### src/rtl/rwst_pkg.sv
// Shared constants, codes and types of the random-walk maze unit.
`timescale 1ns / 1ps

package rwst_pkg;

  // Default grid capacity, handed to the top level as parameter defaults.
  localparam int unsigned MAX_COLS_DEF = 32;
  localparam int unsigned MAX_ROWS_DEF = 32;

  // Fixed widths of the configuration port and of the result fields.
  localparam int unsigned CFG_DATA_W = 6;
  localparam int unsigned CFG_IDX_W  = 3;
  localparam int unsigned POS_OUT_W  = 5;
  localparam int unsigned CNT_OUT_W  = 11;

  // Reset values of the configuration registers.
  localparam int unsigned GRID_COLS_RST = 20;
  localparam int unsigned GRID_ROWS_RST = 24;
  localparam int unsigned START_COL_RST = 0;
  localparam int unsigned START_ROW_RST = 0;

  // Configuration register indexes.
  localparam logic [CFG_IDX_W-1:0] CFG_GRID_COLS = 3'd0;
  localparam logic [CFG_IDX_W-1:0] CFG_GRID_ROWS = 3'd1;
  localparam logic [CFG_IDX_W-1:0] CFG_START_COL = 3'd2;
  localparam logic [CFG_IDX_W-1:0] CFG_START_ROW = 3'd3;

  // Request operations.
  localparam logic OP_RESTART = 1'b0;
  localparam logic OP_STEP    = 1'b1;

  // Step directions.
  localparam logic [1:0] DIR_LEFT  = 2'd0;
  localparam logic [1:0] DIR_RIGHT = 2'd1;
  localparam logic [1:0] DIR_UP    = 2'd2;
  localparam logic [1:0] DIR_DOWN  = 2'd3;

  // Side of the removed wall.
  localparam logic WALL_LEFT = 1'b0;
  localparam logic WALL_TOP  = 1'b1;

  // Control of the visited map.
  typedef struct packed {
    logic rd_en;
    logic wr_en;
    logic clr_all;
  } map_ctl_t;

endpackage

### src/rtl/rwst_map.sv
// Visited map: one row word per grid row, with a valid bit per row.
`timescale 1ns / 1ps

module rwst_map import rwst_pkg::*; #(
  parameter int unsigned MAX_COLS = MAX_COLS_DEF,
  parameter int unsigned MAX_ROWS = MAX_ROWS_DEF,
  localparam int unsigned YW = $clog2(MAX_ROWS)
) (
  input  logic                clk_i,
  input  logic                rst_ni,
  input  map_ctl_t            ctl_i,
  input  logic [YW-1:0]       rd_row_i,
  input  logic [YW-1:0]       wr_row_i,
  input  logic [MAX_COLS-1:0] wr_data_i,
  output logic [MAX_COLS-1:0] rd_data_o
);

  logic [MAX_COLS-1:0] mem_q [MAX_ROWS];
  logic [MAX_COLS-1:0] rd_data_q;
  logic                rd_vld_q;
  logic [MAX_ROWS-1:0] row_vld_q;
  logic [MAX_ROWS-1:0] row_vld_d;

  always_ff @(posedge clk_i) begin
    if (ctl_i.wr_en) begin
      mem_q[wr_row_i] <= wr_data_i;
    end
    if (ctl_i.rd_en) begin
      rd_data_q <= mem_q[rd_row_i];
    end
  end

  // A row whose valid bit is clear has not been written since the last
  // restart and reads as all unvisited.
  always_comb begin
    row_vld_d = ctl_i.clr_all ? '0 : row_vld_q;
    if (ctl_i.wr_en) begin
      row_vld_d[wr_row_i] = 1'b1;
    end
  end

  always_ff @(posedge clk_i or negedge rst_ni) begin
    if (!rst_ni) begin
      row_vld_q <= '0;
      rd_vld_q  <= 1'b0;
    end else begin
      row_vld_q <= row_vld_d;
      if (ctl_i.rd_en) begin
        rd_vld_q <= row_vld_q[rd_row_i];
      end
    end
  end

  assign rd_data_o = rd_vld_q ? rd_data_q : '0;

  a_no_rd_wr_overlap: assert property (@(posedge clk_i) disable iff (!rst_ni)
    !(ctl_i.rd_en && ctl_i.wr_en))
    else $error("map read and write in the same cycle");

  a_clear_marks_start: assert property (@(posedge clk_i) disable iff (!rst_ni)
    ctl_i.clr_all |-> ctl_i.wr_en)
    else $error("map cleared without marking the start cell");

endmodule

### src/rtl/rwst_move.sv
// Neighbour cell of the walker for one direction, and whether it is on the grid.
`timescale 1ns / 1ps

module rwst_move import rwst_pkg::*; #(
  parameter int unsigned MAX_COLS = MAX_COLS_DEF,
  parameter int unsigned MAX_ROWS = MAX_ROWS_DEF,
  localparam int unsigned XW  = $clog2(MAX_COLS),
  localparam int unsigned YW  = $clog2(MAX_ROWS),
  localparam int unsigned UCW = $clog2(MAX_COLS + 1),
  localparam int unsigned URW = $clog2(MAX_ROWS + 1)
) (
  input  logic [XW-1:0]  walker_x_i,
  input  logic [YW-1:0]  walker_y_i,
  input  logic [UCW-1:0] used_cols_i,
  input  logic [URW-1:0] used_rows_i,
  input  logic [1:0]     direction_i,
  output logic [XW-1:0]  next_x_o,
  output logic [YW-1:0]  next_y_o,
  output logic           inside_o
);

  logic [UCW-1:0] x_plus;
  logic [URW-1:0] y_plus;

  assign x_plus = UCW'(walker_x_i) + UCW'(1);
  assign y_plus = URW'(walker_y_i) + URW'(1);

  always_comb begin
    next_x_o = walker_x_i;
    next_y_o = walker_y_i;
    inside_o = 1'b1;
    case (direction_i)
      DIR_LEFT: begin
        if (walker_x_i == '0) inside_o = 1'b0;
        else next_x_o = walker_x_i - XW'(1);
      end
      DIR_RIGHT: begin
        if (x_plus >= used_cols_i) inside_o = 1'b0;
        else next_x_o = walker_x_i + XW'(1);
      end
      DIR_UP: begin
        if (walker_y_i == '0) inside_o = 1'b0;
        else next_y_o = walker_y_i - YW'(1);
      end
      default: begin
        if (y_plus >= used_rows_i) inside_o = 1'b0;
        else next_y_o = walker_y_i + YW'(1);
      end
    endcase
  end

endmodule

### src/rtl/random_walk_spanning_tree_maze_unit.sv
// Top level of the random-walk spanning-tree maze unit.
`timescale 1ns / 1ps

// The unit walks a cell pointer over a grid of up to MAX_COLS by MAX_ROWS
// cells and builds a spanning-tree maze from it. A restart request latches
// the grid size (clamped to one cell at least and to the capacity), clears
// the visited map, puts the walker on the start cell (clamped into the grid)
// and marks it visited. A step request moves the walker one cell; a move into
// a cell not yet visited reports the removed wall, always the left or top wall
// of the cell further along. Every request gives exactly one result. Each
// request runs through two states: in idle the neighbour cell is worked out
// and its row of the visited map is read, in exec the read row is checked,
// written back and the result is registered. Since the map read is registered
// and each step's address depends on the walker position left by the
// previous step, a new request is taken only once the last one has left exec.
// A new request is taken while an earlier result still waits in the output
// register; a result held by the downstream side holds the unit in exec. Each
// map row carries a valid bit that reset and restart clear at once, so no
// clearing pass is ever run. Configuration writes are always taken and apply
// to the next restart.

module random_walk_spanning_tree_maze_unit import rwst_pkg::*; #(
  parameter int unsigned MAX_COLS = MAX_COLS_DEF,
  parameter int unsigned MAX_ROWS = MAX_ROWS_DEF
) (
  input  logic                  clk_i,
  input  logic                  rst_ni,
  input  logic                  cfg_valid_i,
  output logic                  cfg_ready_o,
  input  logic [CFG_IDX_W-1:0]  cfg_index_i,
  input  logic [CFG_DATA_W-1:0] cfg_data_i,
  input  logic                  in_valid_i,
  output logic                  in_ready_o,
  input  logic                  op_i,
  input  logic [1:0]            direction_i,
  output logic                  out_valid_o,
  input  logic                  out_ready_i,
  output logic                  accepted_o,
  output logic                  carved_o,
  output logic [POS_OUT_W-1:0]  wall_col_o,
  output logic [POS_OUT_W-1:0]  wall_row_o,
  output logic                  wall_side_o,
  output logic [POS_OUT_W-1:0]  walker_col_o,
  output logic [POS_OUT_W-1:0]  walker_row_o,
  output logic [CNT_OUT_W-1:0]  cells_left_o,
  output logic                  done_res_o
);

  localparam int unsigned XW   = $clog2(MAX_COLS);
  localparam int unsigned YW   = $clog2(MAX_ROWS);
  localparam int unsigned UCW  = $clog2(MAX_COLS + 1);
  localparam int unsigned URW  = $clog2(MAX_ROWS + 1);
  localparam int unsigned CNTW = $clog2(MAX_COLS * MAX_ROWS + 1);
  localparam int unsigned UC_RST = (GRID_COLS_RST > MAX_COLS) ? MAX_COLS : GRID_COLS_RST;
  localparam int unsigned UR_RST = (GRID_ROWS_RST > MAX_ROWS) ? MAX_ROWS : GRID_ROWS_RST;

  // Sequencer states: idle waits for a request, exec finishes it.
  localparam logic ST_IDLE = 1'b0;
  localparam logic ST_EXEC = 1'b1;

  // Configuration registers.
  logic [CFG_DATA_W-1:0] grid_cols_q, grid_rows_q;
  logic [POS_OUT_W-1:0]  start_col_q, start_row_q;

  // Walk state.
  logic [UCW-1:0]  used_cols_q, used_cols_d;
  logic [URW-1:0]  used_rows_q, used_rows_d;
  logic [XW-1:0]   walker_x_q, walker_x_d;
  logic [YW-1:0]   walker_y_q, walker_y_d;
  logic [CNTW-1:0] count_q, count_d;

  // Request held between the idle and exec states.
  logic            state_q;
  logic            op_q;
  logic [1:0]      dir_q;
  logic [XW-1:0]   next_x_q;
  logic [YW-1:0]   next_y_q;
  logic            inside_q;

  // Output register.
  logic                 out_valid_q;
  logic                 accepted_q, accepted_d;
  logic                 carved_q, carved_d;
  logic [POS_OUT_W-1:0] wall_col_q, wall_col_d;
  logic [POS_OUT_W-1:0] wall_row_q, wall_row_d;
  logic                 wall_side_q, wall_side_d;
  logic [POS_OUT_W-1:0] walker_col_q;
  logic [POS_OUT_W-1:0] walker_row_q;
  logic [CNT_OUT_W-1:0] cells_left_q;
  logic                 done_res_q;

  logic          in_fire, commit;
  logic [XW-1:0] next_x;
  logic [YW-1:0] next_y;
  logic          on_grid;

  map_ctl_t            map_ctl;
  logic [YW-1:0]       map_wr_row;
  logic [MAX_COLS-1:0] map_wr_data;
  logic [MAX_COLS-1:0] map_rd_data;

  logic [UCW-1:0]  new_cols;
  logic [URW-1:0]  new_rows;
  logic [XW-1:0]   new_x;
  logic [YW-1:0]   new_y;
  logic [CNTW-1:0] new_count;
  logic            step_live;
  logic            cell_free;

  assign cfg_ready_o = 1'b1;
  assign in_ready_o  = (state_q == ST_IDLE);
  assign in_fire     = in_valid_i && in_ready_o;
  // The result is written once the output register is empty or being emptied.
  assign commit      = (state_q == ST_EXEC) && (!out_valid_q || out_ready_i);

  // Neighbour of the current walker for the incoming request.
  rwst_move #(
    .MAX_COLS (MAX_COLS),
    .MAX_ROWS (MAX_ROWS)
  ) u_move (
    .walker_x_i  (walker_x_q),
    .walker_y_i  (walker_y_q),
    .used_cols_i (used_cols_q),
    .used_rows_i (used_rows_q),
    .direction_i (direction_i),
    .next_x_o    (next_x),
    .next_y_o    (next_y),
    .inside_o    (on_grid)
  );

  rwst_map #(
    .MAX_COLS (MAX_COLS),
    .MAX_ROWS (MAX_ROWS)
  ) u_map (
    .clk_i     (clk_i),
    .rst_ni    (rst_ni),
    .ctl_i     (map_ctl),
    .rd_row_i  (next_y),
    .wr_row_i  (map_wr_row),
    .wr_data_i (map_wr_data),
    .rd_data_o (map_rd_data)
  );

  // Grid size and start cell as latched by a restart, clamped into range.
  always_comb begin
    if (grid_cols_q == '0) new_cols = UCW'(1);
    else if (int'(grid_cols_q) > int'(MAX_COLS)) new_cols = UCW'(MAX_COLS);
    else new_cols = UCW'(grid_cols_q);
    if (grid_rows_q == '0) new_rows = URW'(1);
    else if (int'(grid_rows_q) > int'(MAX_ROWS)) new_rows = URW'(MAX_ROWS);
    else new_rows = URW'(grid_rows_q);
    new_x = (int'(start_col_q) < int'(new_cols)) ? XW'(start_col_q) : XW'(new_cols - UCW'(1));
    new_y = (int'(start_row_q) < int'(new_rows)) ? YW'(start_row_q) : YW'(new_rows - URW'(1));
    new_count = CNTW'(CNTW'(new_cols) * CNTW'(new_rows) - CNTW'(1));
  end

  assign step_live = (op_q == OP_STEP) && (count_q != '0) && inside_q;
  assign cell_free = !map_rd_data[next_x_q];

  always_comb begin
    map_ctl         = '0;
    map_ctl.rd_en   = in_fire && (op_i == OP_STEP);
    map_wr_row      = next_y_q;
    map_wr_data     = map_rd_data | (MAX_COLS'(1) << next_x_q);
    used_cols_d     = used_cols_q;
    used_rows_d     = used_rows_q;
    walker_x_d      = walker_x_q;
    walker_y_d      = walker_y_q;
    count_d         = count_q;
    accepted_d      = 1'b0;
    carved_d        = 1'b0;
    wall_col_d      = '0;
    wall_row_d      = '0;
    wall_side_d     = WALL_LEFT;
    if (commit) begin
      if (op_q == OP_RESTART) begin
        // Clear every row and mark the start cell in the same cycle.
        map_ctl.clr_all = 1'b1;
        map_ctl.wr_en   = 1'b1;
        map_wr_row      = new_y;
        map_wr_data     = MAX_COLS'(1) << new_x;
        used_cols_d     = new_cols;
        used_rows_d     = new_rows;
        walker_x_d      = new_x;
        walker_y_d      = new_y;
        count_d         = new_count;
      end else if (step_live) begin
        accepted_d = 1'b1;
        walker_x_d = next_x_q;
        walker_y_d = next_y_q;
        if (cell_free) begin
          map_ctl.wr_en = 1'b1;
          count_d       = count_q - CNTW'(1);
          carved_d      = 1'b1;
          // The shared wall belongs to whichever cell lies further along.
          if (dir_q inside {DIR_LEFT, DIR_UP}) begin
            wall_col_d = POS_OUT_W'(walker_x_q);
            wall_row_d = POS_OUT_W'(walker_y_q);
          end else begin
            wall_col_d = POS_OUT_W'(next_x_q);
            wall_row_d = POS_OUT_W'(next_y_q);
          end
          wall_side_d = (dir_q inside {DIR_UP, DIR_DOWN}) ? WALL_TOP : WALL_LEFT;
        end
      end
    end
  end

  always_ff @(posedge clk_i or negedge rst_ni) begin
    if (!rst_ni) begin
      grid_cols_q <= CFG_DATA_W'(GRID_COLS_RST);
      grid_rows_q <= CFG_DATA_W'(GRID_ROWS_RST);
      start_col_q <= POS_OUT_W'(START_COL_RST);
      start_row_q <= POS_OUT_W'(START_ROW_RST);
    end else if (cfg_valid_i && cfg_ready_o) begin
      case (cfg_index_i)
        CFG_GRID_COLS: grid_cols_q <= cfg_data_i;
        CFG_GRID_ROWS: grid_rows_q <= cfg_data_i;
        CFG_START_COL: start_col_q <= POS_OUT_W'(cfg_data_i);
        CFG_START_ROW: start_row_q <= POS_OUT_W'(cfg_data_i);
        default: ;
      endcase
    end
  end

  always_ff @(posedge clk_i or negedge rst_ni) begin
    if (!rst_ni) begin
      state_q     <= ST_IDLE;
      out_valid_q <= 1'b0;
      used_cols_q <= UCW'(UC_RST);
      used_rows_q <= URW'(UR_RST);
      walker_x_q  <= '0;
      walker_y_q  <= '0;
      count_q     <= '0;
    end else begin
      used_cols_q <= used_cols_d;
      used_rows_q <= used_rows_d;
      walker_x_q  <= walker_x_d;
      walker_y_q  <= walker_y_d;
      count_q     <= count_d;
      if (in_fire) begin
        state_q <= ST_EXEC;
      end else if (commit) begin
        state_q <= ST_IDLE;
      end
      if (commit) begin
        out_valid_q <= 1'b1;
      end else if (out_ready_i) begin
        out_valid_q <= 1'b0;
      end
    end
  end

  always_ff @(posedge clk_i) begin
    if (in_fire) begin
      op_q     <= op_i;
      dir_q    <= direction_i;
      next_x_q <= next_x;
      next_y_q <= next_y;
      inside_q <= on_grid;
    end
    if (commit) begin
      accepted_q   <= accepted_d;
      carved_q     <= carved_d;
      wall_col_q   <= wall_col_d;
      wall_row_q   <= wall_row_d;
      wall_side_q  <= wall_side_d;
      walker_col_q <= POS_OUT_W'(walker_x_d);
      walker_row_q <= POS_OUT_W'(walker_y_d);
      cells_left_q <= CNT_OUT_W'(count_d);
      done_res_q   <= (count_d == '0);
    end
  end

  assign out_valid_o  = out_valid_q;
  assign accepted_o   = accepted_q;
  assign carved_o     = carved_q;
  assign wall_col_o   = wall_col_q;
  assign wall_row_o   = wall_row_q;
  assign wall_side_o  = wall_side_q;
  assign walker_col_o = walker_col_q;
  assign walker_row_o = walker_row_q;
  assign cells_left_o = cells_left_q;
  assign done_res_o   = done_res_q;

  a_carve_needs_move: assert property (@(posedge clk_i) disable iff (!rst_ni)
    (out_valid_o && carved_o) |-> accepted_o)
    else $error("wall carved on a rejected step");

  a_count_steps_down: assert property (@(posedge clk_i) disable iff (!rst_ni)
    (commit && op_q == OP_STEP) |=>
      (count_q == $past(count_q) || count_q == $past(count_q) - CNTW'(1)))
    else $error("unvisited count moved by more than one cell on a step");

  a_walker_on_grid: assert property (@(posedge clk_i) disable iff (!rst_ni)
    (int'(walker_x_q) < int'(used_cols_q)) && (int'(walker_y_q) < int'(used_rows_q)))
    else $error("walker left the grid");

  a_no_read_in_exec: assert property (@(posedge clk_i) disable iff (!rst_ni)
    (state_q == ST_EXEC) |-> !map_ctl.rd_en)
    else $error("map read would overwrite the row under test");

endmodule

### config.mk
export PLATFORM = sky130hd
export DESIGN_NAME = random_walk_spanning_tree_maze_unit
export DESIGN_NICKNAME = d
export VERILOG_FILES = /design/src/rtl/rwst_pkg.sv /design/src/rtl/rwst_map.sv /design/src/rtl/rwst_move.sv /design/src/rtl/random_walk_spanning_tree_maze_unit.sv
export SDC_FILE = /design/constraint.sdc
export NUM_CORES = 1
export LEC_CHECK = 0
export ABC_AREA = 1
export BUFFER_PORTS_ARGS = -buffer_cell sky130_fd_sc_hd__buf_2
export CAP_MARGIN = 15
export CORE_MARGIN = 1.5
export CORE_UTILIZATION = 57
export CTS_CLUSTER_DIAMETER = 100
export CTS_CLUSTER_SIZE = 20
export DETAILED_ROUTE_END_ITERATION = 16
export GPL_TIMING_DRIVEN = 0
export PLACE_DENSITY_LB_ADDON = 0.12
export RECOVER_POWER = 25
export SLEW_MARGIN = 10
export SYNTH_ARGS = -nofsm -noshare
export SYNTH_HDL_FRONTEND = slang
export SYNTH_SLANG_ARGS = --single-unit
### constraint.sdc
create_clock -name clk_i -period 4.9 [get_ports clk_i]
set_clock_uncertainty 0.1 [all_clocks]
set_input_delay 0.245 -clock clk_i [delete_from_list [all_inputs] [get_ports clk_i]]
set_output_delay 0.245 -clock clk_i [all_outputs]
set_load 0.01 [all_outputs]
Yosys cells after proc, flatten, opt, wreduce, memory -nomap -nowiden
Memories as Yosys holds them, arrays and structs flattened. A register that Yosys moved wholly into a read port is not among the register bits.
Index checks and enable logic that the tools add are counted.
- register bits after elaboration: 139
- output and inout port bits: 38
- word-level logic and storage cells: 146
- memory bits (writable): 1024
- memories: 1
- bits of input ports: 17
- equality and inequality tests: 7
- multiply operators: 1
- multiplexer cells: 55
- shift operators: 2
- bitwise operators: 5
- $lt $le $gt $ge: 10
- add/subtract/negate cells: 10
- reductions and logical operators: 28
- memories (name ; words ; width ; rd ports ; clocked after Yosys merged registers in ; wr ports ; RTL line ; text):
    u_map.mem_q ; 32 ; 32 ; 1 ; 1 ; 1 ; rwst_map.sv:18 ; logic [MAX_COLS-1:0] mem_q [MAX_ROWS];
- operators by type and width (kind ; number):
    $mux W32 ; 5
    $mux W5 ; 16
    $or A32 B32 Y32 ; 2
    $shl A1 B5 Y32 const A ; 2
    $mux W11 ; 4
    $mux W6 ; 4
    $sub A11 B1 Y11 const B ; 2
    $pmux W5 S2 ; 2
    $sub A5 B1 Y5 const B ; 4
    $mux W1 ; 19
    $lt A5 B6 Y1 const B ; 3
    $add A5 B1 Y6 const B ; 2
    $ge A6 B6 Y1 ; 2
    $gt A6 B6 Y1 const B ; 2
    $logic_not A6 Y1 ; 2
    $lt A5 B6 Y1 ; 2
    $logic_not A11 Y1 ; 1
    $mul A6 B6 Y11 ; 1
    $reduce_bool A11 Y1 ; 1
    $add A5 B1 Y5 const B ; 2
    $bmux W1 S5 ; 2
    $logic_not A5 Y1 ; 2
    $reduce_and A2 Y1 ; 5
    $reduce_bool A2 Y1 ; 4
    other kinds (16) ; 27

Depth between registers and ports, before layout
- depth in word-level cells: 13
- gate-level depth with buffers: 30
- mapped depth without buffers: 30

By module
A second synthesis with hierarchy kept.
- cell total of the unflattened synthesis: 4789
- area, all modules: 52236.3 sq um
- modules (own cells, without submodules) (module ; seq. area each (sq um) ; times used ; cells each ; area each (sq um)):
    rwst_map ; 32536.2 ; 1 ; 3657 ; 43767.0
    random_walk_spanning_tree_maze_unit ; 2907.8 ; 1 ; 958 ; 7444.6
    rwst_move ; 0.0 ; 1 ; 174 ; 1024.7

Worst setup path after synthesis
No wires, ideal clock.
- kind: reg-to-reg
- start: reg grid_rows_q[4]
- end: reg done_res_q, in the netlist done_res_o, data pin
- library setup time: 0.253 ns
- slack: 0.040 ns
- stages on the path, launching flop included: 31
- clock period less this slack: 4.860 ns
- data arrival time: 4.507 ns
- cell sequence: dfstp_2 inv_1 nand2_1 nor2_1 nand3_1 nand2_1 nand2_1 nor2_1 fa_1 inv_1 fa_1 inv_1 fa_1 inv_1 fa_1 inv_1 ha_1 nand2_1 nand2_1 a31oi_1 o21ai_0 nand2_1 nand2_1 nand2_1 nand3_1 nand2_1 inv_1 nand2_1 o21ai_1 nand3_1 nor2_2
- longest elaborated chain between the ends: 8
- RTL lines (element ; RTL line ; text):
    from (decl) ; random_walk_spanning_tree_maze_unit.sv:62 ; logic [CFG_DATA_W-1:0] grid_cols_q, grid_rows_q;
    from (signal assigned) ; random_walk_spanning_tree_maze_unit.sv:212 ; grid_rows_q <= CFG_DATA_W'(GRID_ROWS_RST);
    from (signal assigned) ; random_walk_spanning_tree_maze_unit.sv:218 ; CFG_GRID_ROWS: grid_rows_q <= cfg_data_i;
    $gt A6 B6 Y1 ; random_walk_spanning_tree_maze_unit.sv:150 ; else if (int'(grid_rows_q) > int'(MAX_ROWS)) new_rows = URW'(MAX_ROWS);
    $mux W6 ; random_walk_spanning_tree_maze_unit.sv:150 ;
    $mux W6 (*) ; random_walk_spanning_tree_maze_unit.sv:149 ; if (grid_rows_q == '0) new_rows = URW'(1);
    $mul A6 B6 Y11 (*) ; random_walk_spanning_tree_maze_unit.sv:154 ; new_count = CNTW'(CNTW'(new_cols) * CNTW'(new_rows) - CNTW'(1));
    $sub A11 B1 Y11 (*) ; random_walk_spanning_tree_maze_unit.sv:154 ;
    $mux W11 (*) ; random_walk_spanning_tree_maze_unit.sv:176 ; if (op_q == OP_RESTART) begin
    $mux W11 (*) ; random_walk_spanning_tree_maze_unit.sv:175 ; if (commit) begin
    $logic_not A11 Y1 (*) ; random_walk_spanning_tree_maze_unit.sv:271 ; done_res_q <= (count_d == '0);
    to (signal assigned) ; random_walk_spanning_tree_maze_unit.sv:271 ;
    to (decl) ; random_walk_spanning_tree_maze_unit.sv:90 ; logic done_res_q;
Every way passes the cells marked *; elsewhere a longest branch is shown, timed or not.
A chain may end at the register's enable or synchronous reset.

Worst setup path after layout
- start: reg grid_rows_q[1]
- end: reg done_res_q, in the netlist done_res_o, data pin
- longest elaborated chain between the ends: 8
- RTL lines (element ; RTL line ; text):
    $gt A6 B6 Y1 ; random_walk_spanning_tree_maze_unit.sv:150 ;
    $mux W6 ; random_walk_spanning_tree_maze_unit.sv:150 ;
    $mux W6 (*) ; random_walk_spanning_tree_maze_unit.sv:149 ;
    $mul A6 B6 Y11 (*) ; random_walk_spanning_tree_maze_unit.sv:154 ;
    $sub A11 B1 Y11 (*) ; random_walk_spanning_tree_maze_unit.sv:154 ;
    $mux W11 (*) ; random_walk_spanning_tree_maze_unit.sv:176 ;
    $mux W11 (*) ; random_walk_spanning_tree_maze_unit.sv:175 ;
    net count_d[10] ; random_walk_spanning_tree_maze_unit.sv:70 ; logic [CNTW-1:0] count_q, count_d;
    $logic_not A11 Y1 (*) ; random_walk_spanning_tree_maze_unit.sv:271 ;
Mark *: on every way through the listed nets, which the timed path passes. The rest lies on a longest branch.

==> results_dict.tcl <==
set metrics [dict create \
    globalRouteOverflowTotal 0 \
    setup_ws_ns 0.04347 \
    fp.dieW_um 305.0 \
    synthesis.nets 4398 \
    cts_buffers 69 \
    required_ns 5.23 \
    critPathKind "flop to flop" \
    drv_slew 46 \
    via_per_inst 6.225 \
    layout_commonest_cell "edfxtp_1" \
    async_reset_ff_frac 0.07531 \
    clock_latency_ns 0.66 \
    antenna_found_initial 3 \
    ys.warnings.count 0 \
    cp_slowest_cell "fa_1" \
    total_leakage_power_nw 20.23 \
    finalCriticalPeriod_ns 4.857 \
    htree_levels 3 \
    rsz0062_at_grt "yes" \
    cp-start-kind "flop" \
    drt_pre_antenna_iters 7 \
    ys_ff_latch 1195 \
    cp.arrival_ns 5.18 \
    drive_gt1_frac 0.1228 \
    ir_worst_vdd_v 0.0003715 \
    synth_top_area_frac 0.6384 \
    hold_violations 0 \
    end_kind "flop" \
    fmax_ghz 0.2059 \
    drtAntennaViolNets 0 \
    gp_congestion 0.9647 \
    die_area_um2 93010 \
    dpl.hpwl_um 111900 \
    synth-edff-count 1105 \
    dp_slack_ns -0.4691 \
    layout_common_cells "edfxtp_1, nand2_1, o211ai_1, nor2_1, o21ai_0" \
    cpPeakStageDelay_ns 0.46 \
    avgSynthCellArea_um2 12.06 \
    clockBufferDepth 3 \
    wire_per_inst_um 26.89 \
    ys_types 54 \
    drt_wl_total_um 154300 \
    stdcell_count 5739 \
    clk_pin_slew_ns 0.09 \
    io_pins 55 \
    syn_inst 4310 \
    ys_top_cells_by_area "edfxtp_1, o211ai_1, nand2_1" \
    hold_path_class "input pin to flop" \
    cts_tree "done" \
    port_buffers 53 \
    grt_pass1_wl_um 223600 \
    period_share 0.9911 \
    grt_pass1_vias 34170 \
    critPathMaxFanout 5 \
    maxCapViolations 1 \
    clock_sinks 1195 \
    fillers 6804 \
    vias 35730 \
    rows 110 \
    crit_chain "inv_2 > nand2_4 > nor2_4 > nand3_2 > nand2_4 > nand2_4 > buf_4 > nor2_1 > fa_1 > fa_1 > fa_1 > ha_1 > ha_1 > inv_1 > nor4_4 > o21ai_1 > nand2_1 > a31oi_2 > a21oi_1 > o21ai_1 > nand2_1 > inv_1 > nand3_2 > nor2_2" \
    grt_max_degree 47 \
    synth_area_um2 51980 \
    die_h_um 305.0 \
    yosysTopAreaCell "edfxtp_1" \
    slew_headroom -0.8310 \
    drc 0 \
    setup_viol 0 \
    drt_iter0_markers 4615 \
    synth_ff_type "edfxtp_1" \
    initial_core_util 0.5766 \
    violations "max-capacitance violations, max-slew violations" \
    power_density_nw_per_um2 684.1 \
    ys_seq_area_frac 0.6819 \
    status "finished, violations left" \
    area_growth_pct 12.09 \
    track_usage 0.3300 \
    tightest_slew_ns 2.747 \
    nets 4621 \
    dp.cells 5605 \
    root_buffer "clkbuf_16" \
    core_region_area_um2 90150 \
]
-- cells by family after synthesis --
group	Yosys count	share of synthesized area
compound gates	994	0.1232
xor+xnor	24	0.004044
fa+ha+maj	71	0.01969
buf+inv	603	0.04901
flops	1195	0.6819
other cells	1	0.00007215
simple gates	1422	0.1220
-- metal layers --
| layer | GRT usage | part of all wire | vias to the layer above |
|---|---|---|---|
| met2 | 0.4961 | 0.44 | 1901 |
| met4 | 0.1633 | 0.054 | 2 |
| met1 | 0.4721 | 0.40 | 17560 |
| li1 | - | - | 15980 |
| met5 | 0 | 0.00012 | - |
| met3 | 0.05160 | 0.11 | 286 |
-- path summary, 6_finish.rpt --
path                                           from                  end  slack [ns]  cells past startpoint
min in group asynchronous                    rst_ni       grid_rows_q[2]        0.91                      2
worst max register to register       grid_rows_q[1]           done_res_o        0.04                     24
worst min register to register  u_map.row_vld_q[24]  u_map.row_vld_q[24]        0.40                      2
worst min-delay path                 cfg_index_i[2]       start_row_q[1]        0.06                      4
worst max-delay path                 grid_rows_q[1]           done_res_o        0.04                     24
max in group asynchronous                    rst_ni       grid_rows_q[1]        2.05                      2
-- power by group --
group / internal [W] / leakage (nW) / switching, W
logic: 0.00553 / 8.03 / 0.0147
clock network: 0.00263 / 0.927 / 0.00326
registers: 0.0134 / 11.3 / 0.000339
-- cells in the mapped netlist (4+ instances only) --
| master | count |
|---|---|
| a211oi_1 | 11 |
| a21oi_1 | 40 |
| buf_1 | 10 |
| buf_2 | 129 |
| buf_4 | 16 |
| buf_6 | 8 |
| clkbuf_1 | 110 |
| dfrtp_1 | 82 |
| dfstp_2 | 8 |
| edfxtp_1 | 1105 |
| fa_1 | 18 |
| ha_1 | 53 |
| inv_1 | 310 |
| inv_2 | 15 |
| nand2_1 | 549 |
| nand2_2 | 17 |
| nand3_1 | 271 |
| nand3_2 | 5 |
| nand3_4 | 4 |
| nand3b_1 | 6 |
| nand4_1 | 14 |
| nor2_1 | 368 |
| nor2_2 | 5 |
| nor3_1 | 4 |
| nor4_1 | 12 |
| o211ai_1 | 496 |
| o21ai_0 | 325 |
| o21ai_1 | 64 |
| o21ai_2 | 4 |
| o221ai_1 | 9 |
| o22ai_1 | 20 |
| o41ai_1 | 7 |
| or2_0 | 36 |
| or2_1 | 62 |
| or2_2 | 65 |
| xnor2_1 | 7 |
| xor2_1 | 17 |
-- registers in the layout, summed over array words and instances, names as in the netlist, 6 cells and up --
register	count
u_map.mem_q	1024
u_map.rd_data_q	32
u_map.row_vld_q	32
cells_left_o	11
count_q	11
grid_cols_q	6
grid_rows_q	6
used_cols_q	6
used_rows_q	6
-- what timing repair did --
action / 4_1_cts / 5_1_grt
gates resized for setup: 17 / 56
hold endpoints to repair: 115 / 0
pin swaps: 3 / 26
gates cloned: 0 / 0
endpoints found under the setup margin: 12 / 13
hold buffers: 17 / 0
buffers inserted: 5 / 11
-- critical path, delay by kind of cell (launching register included) --
| family | cells | cell delay, ns |
|---|---|---|
| adders and majority gates | 5 | 1.96 |
| and+or+nand+nor | 11 | 1.30 |
| DFF | 1 | 0.44 |
| buffers and inverters | 4 | 0.42 |
| AOI/OAI and AO/OA | 4 | 0.41 |
-- per-stage QoR --
stage | area [µm²] | total power, W | hold WS (ns) | utilization | TNS, ns
5_1_grt | 58260 | 0.04150 | 0.1134 | 0.6462 | -0.9497
6_report | 58260 | 0.03986 | 0.05544 | 0.6463 | 0
3_3_place_gp | 53710 | 0.03210 | 0.3599 | 0.5958 | -2909.34
2_1_floorplan | 51980 | 0.02467 | -0.1506 | - | 0
4_1_cts | 58100 | 0.03919 | 0.01977 | 0.6445 | 0
3_5_place_dp | 55900 | 0.03330 | 0.2060 | 0.6201 | -2.440
-- cell type report --
class | count | area, µm² | share of cell area
diodes | 2 | 5.005 | 0.00008590
plain buffers | 274 | 1324 | 0.02272
clock buffers | 90 | 1805 | 0.03099
clock inverters | 9 | 110.1 | 0.001890
inverters | 329 | 1242 | 0.02132
multi-input cells | 2512 | 14780 | 0.2537
flip-flops and latches | 1195 | 35450 | 0.6084
well taps | 1176 | 1471 | 0.02525
repair buffers | 152 | 2076 | 0.03563
No activity file was read; power rests on OpenSTA's default activity.
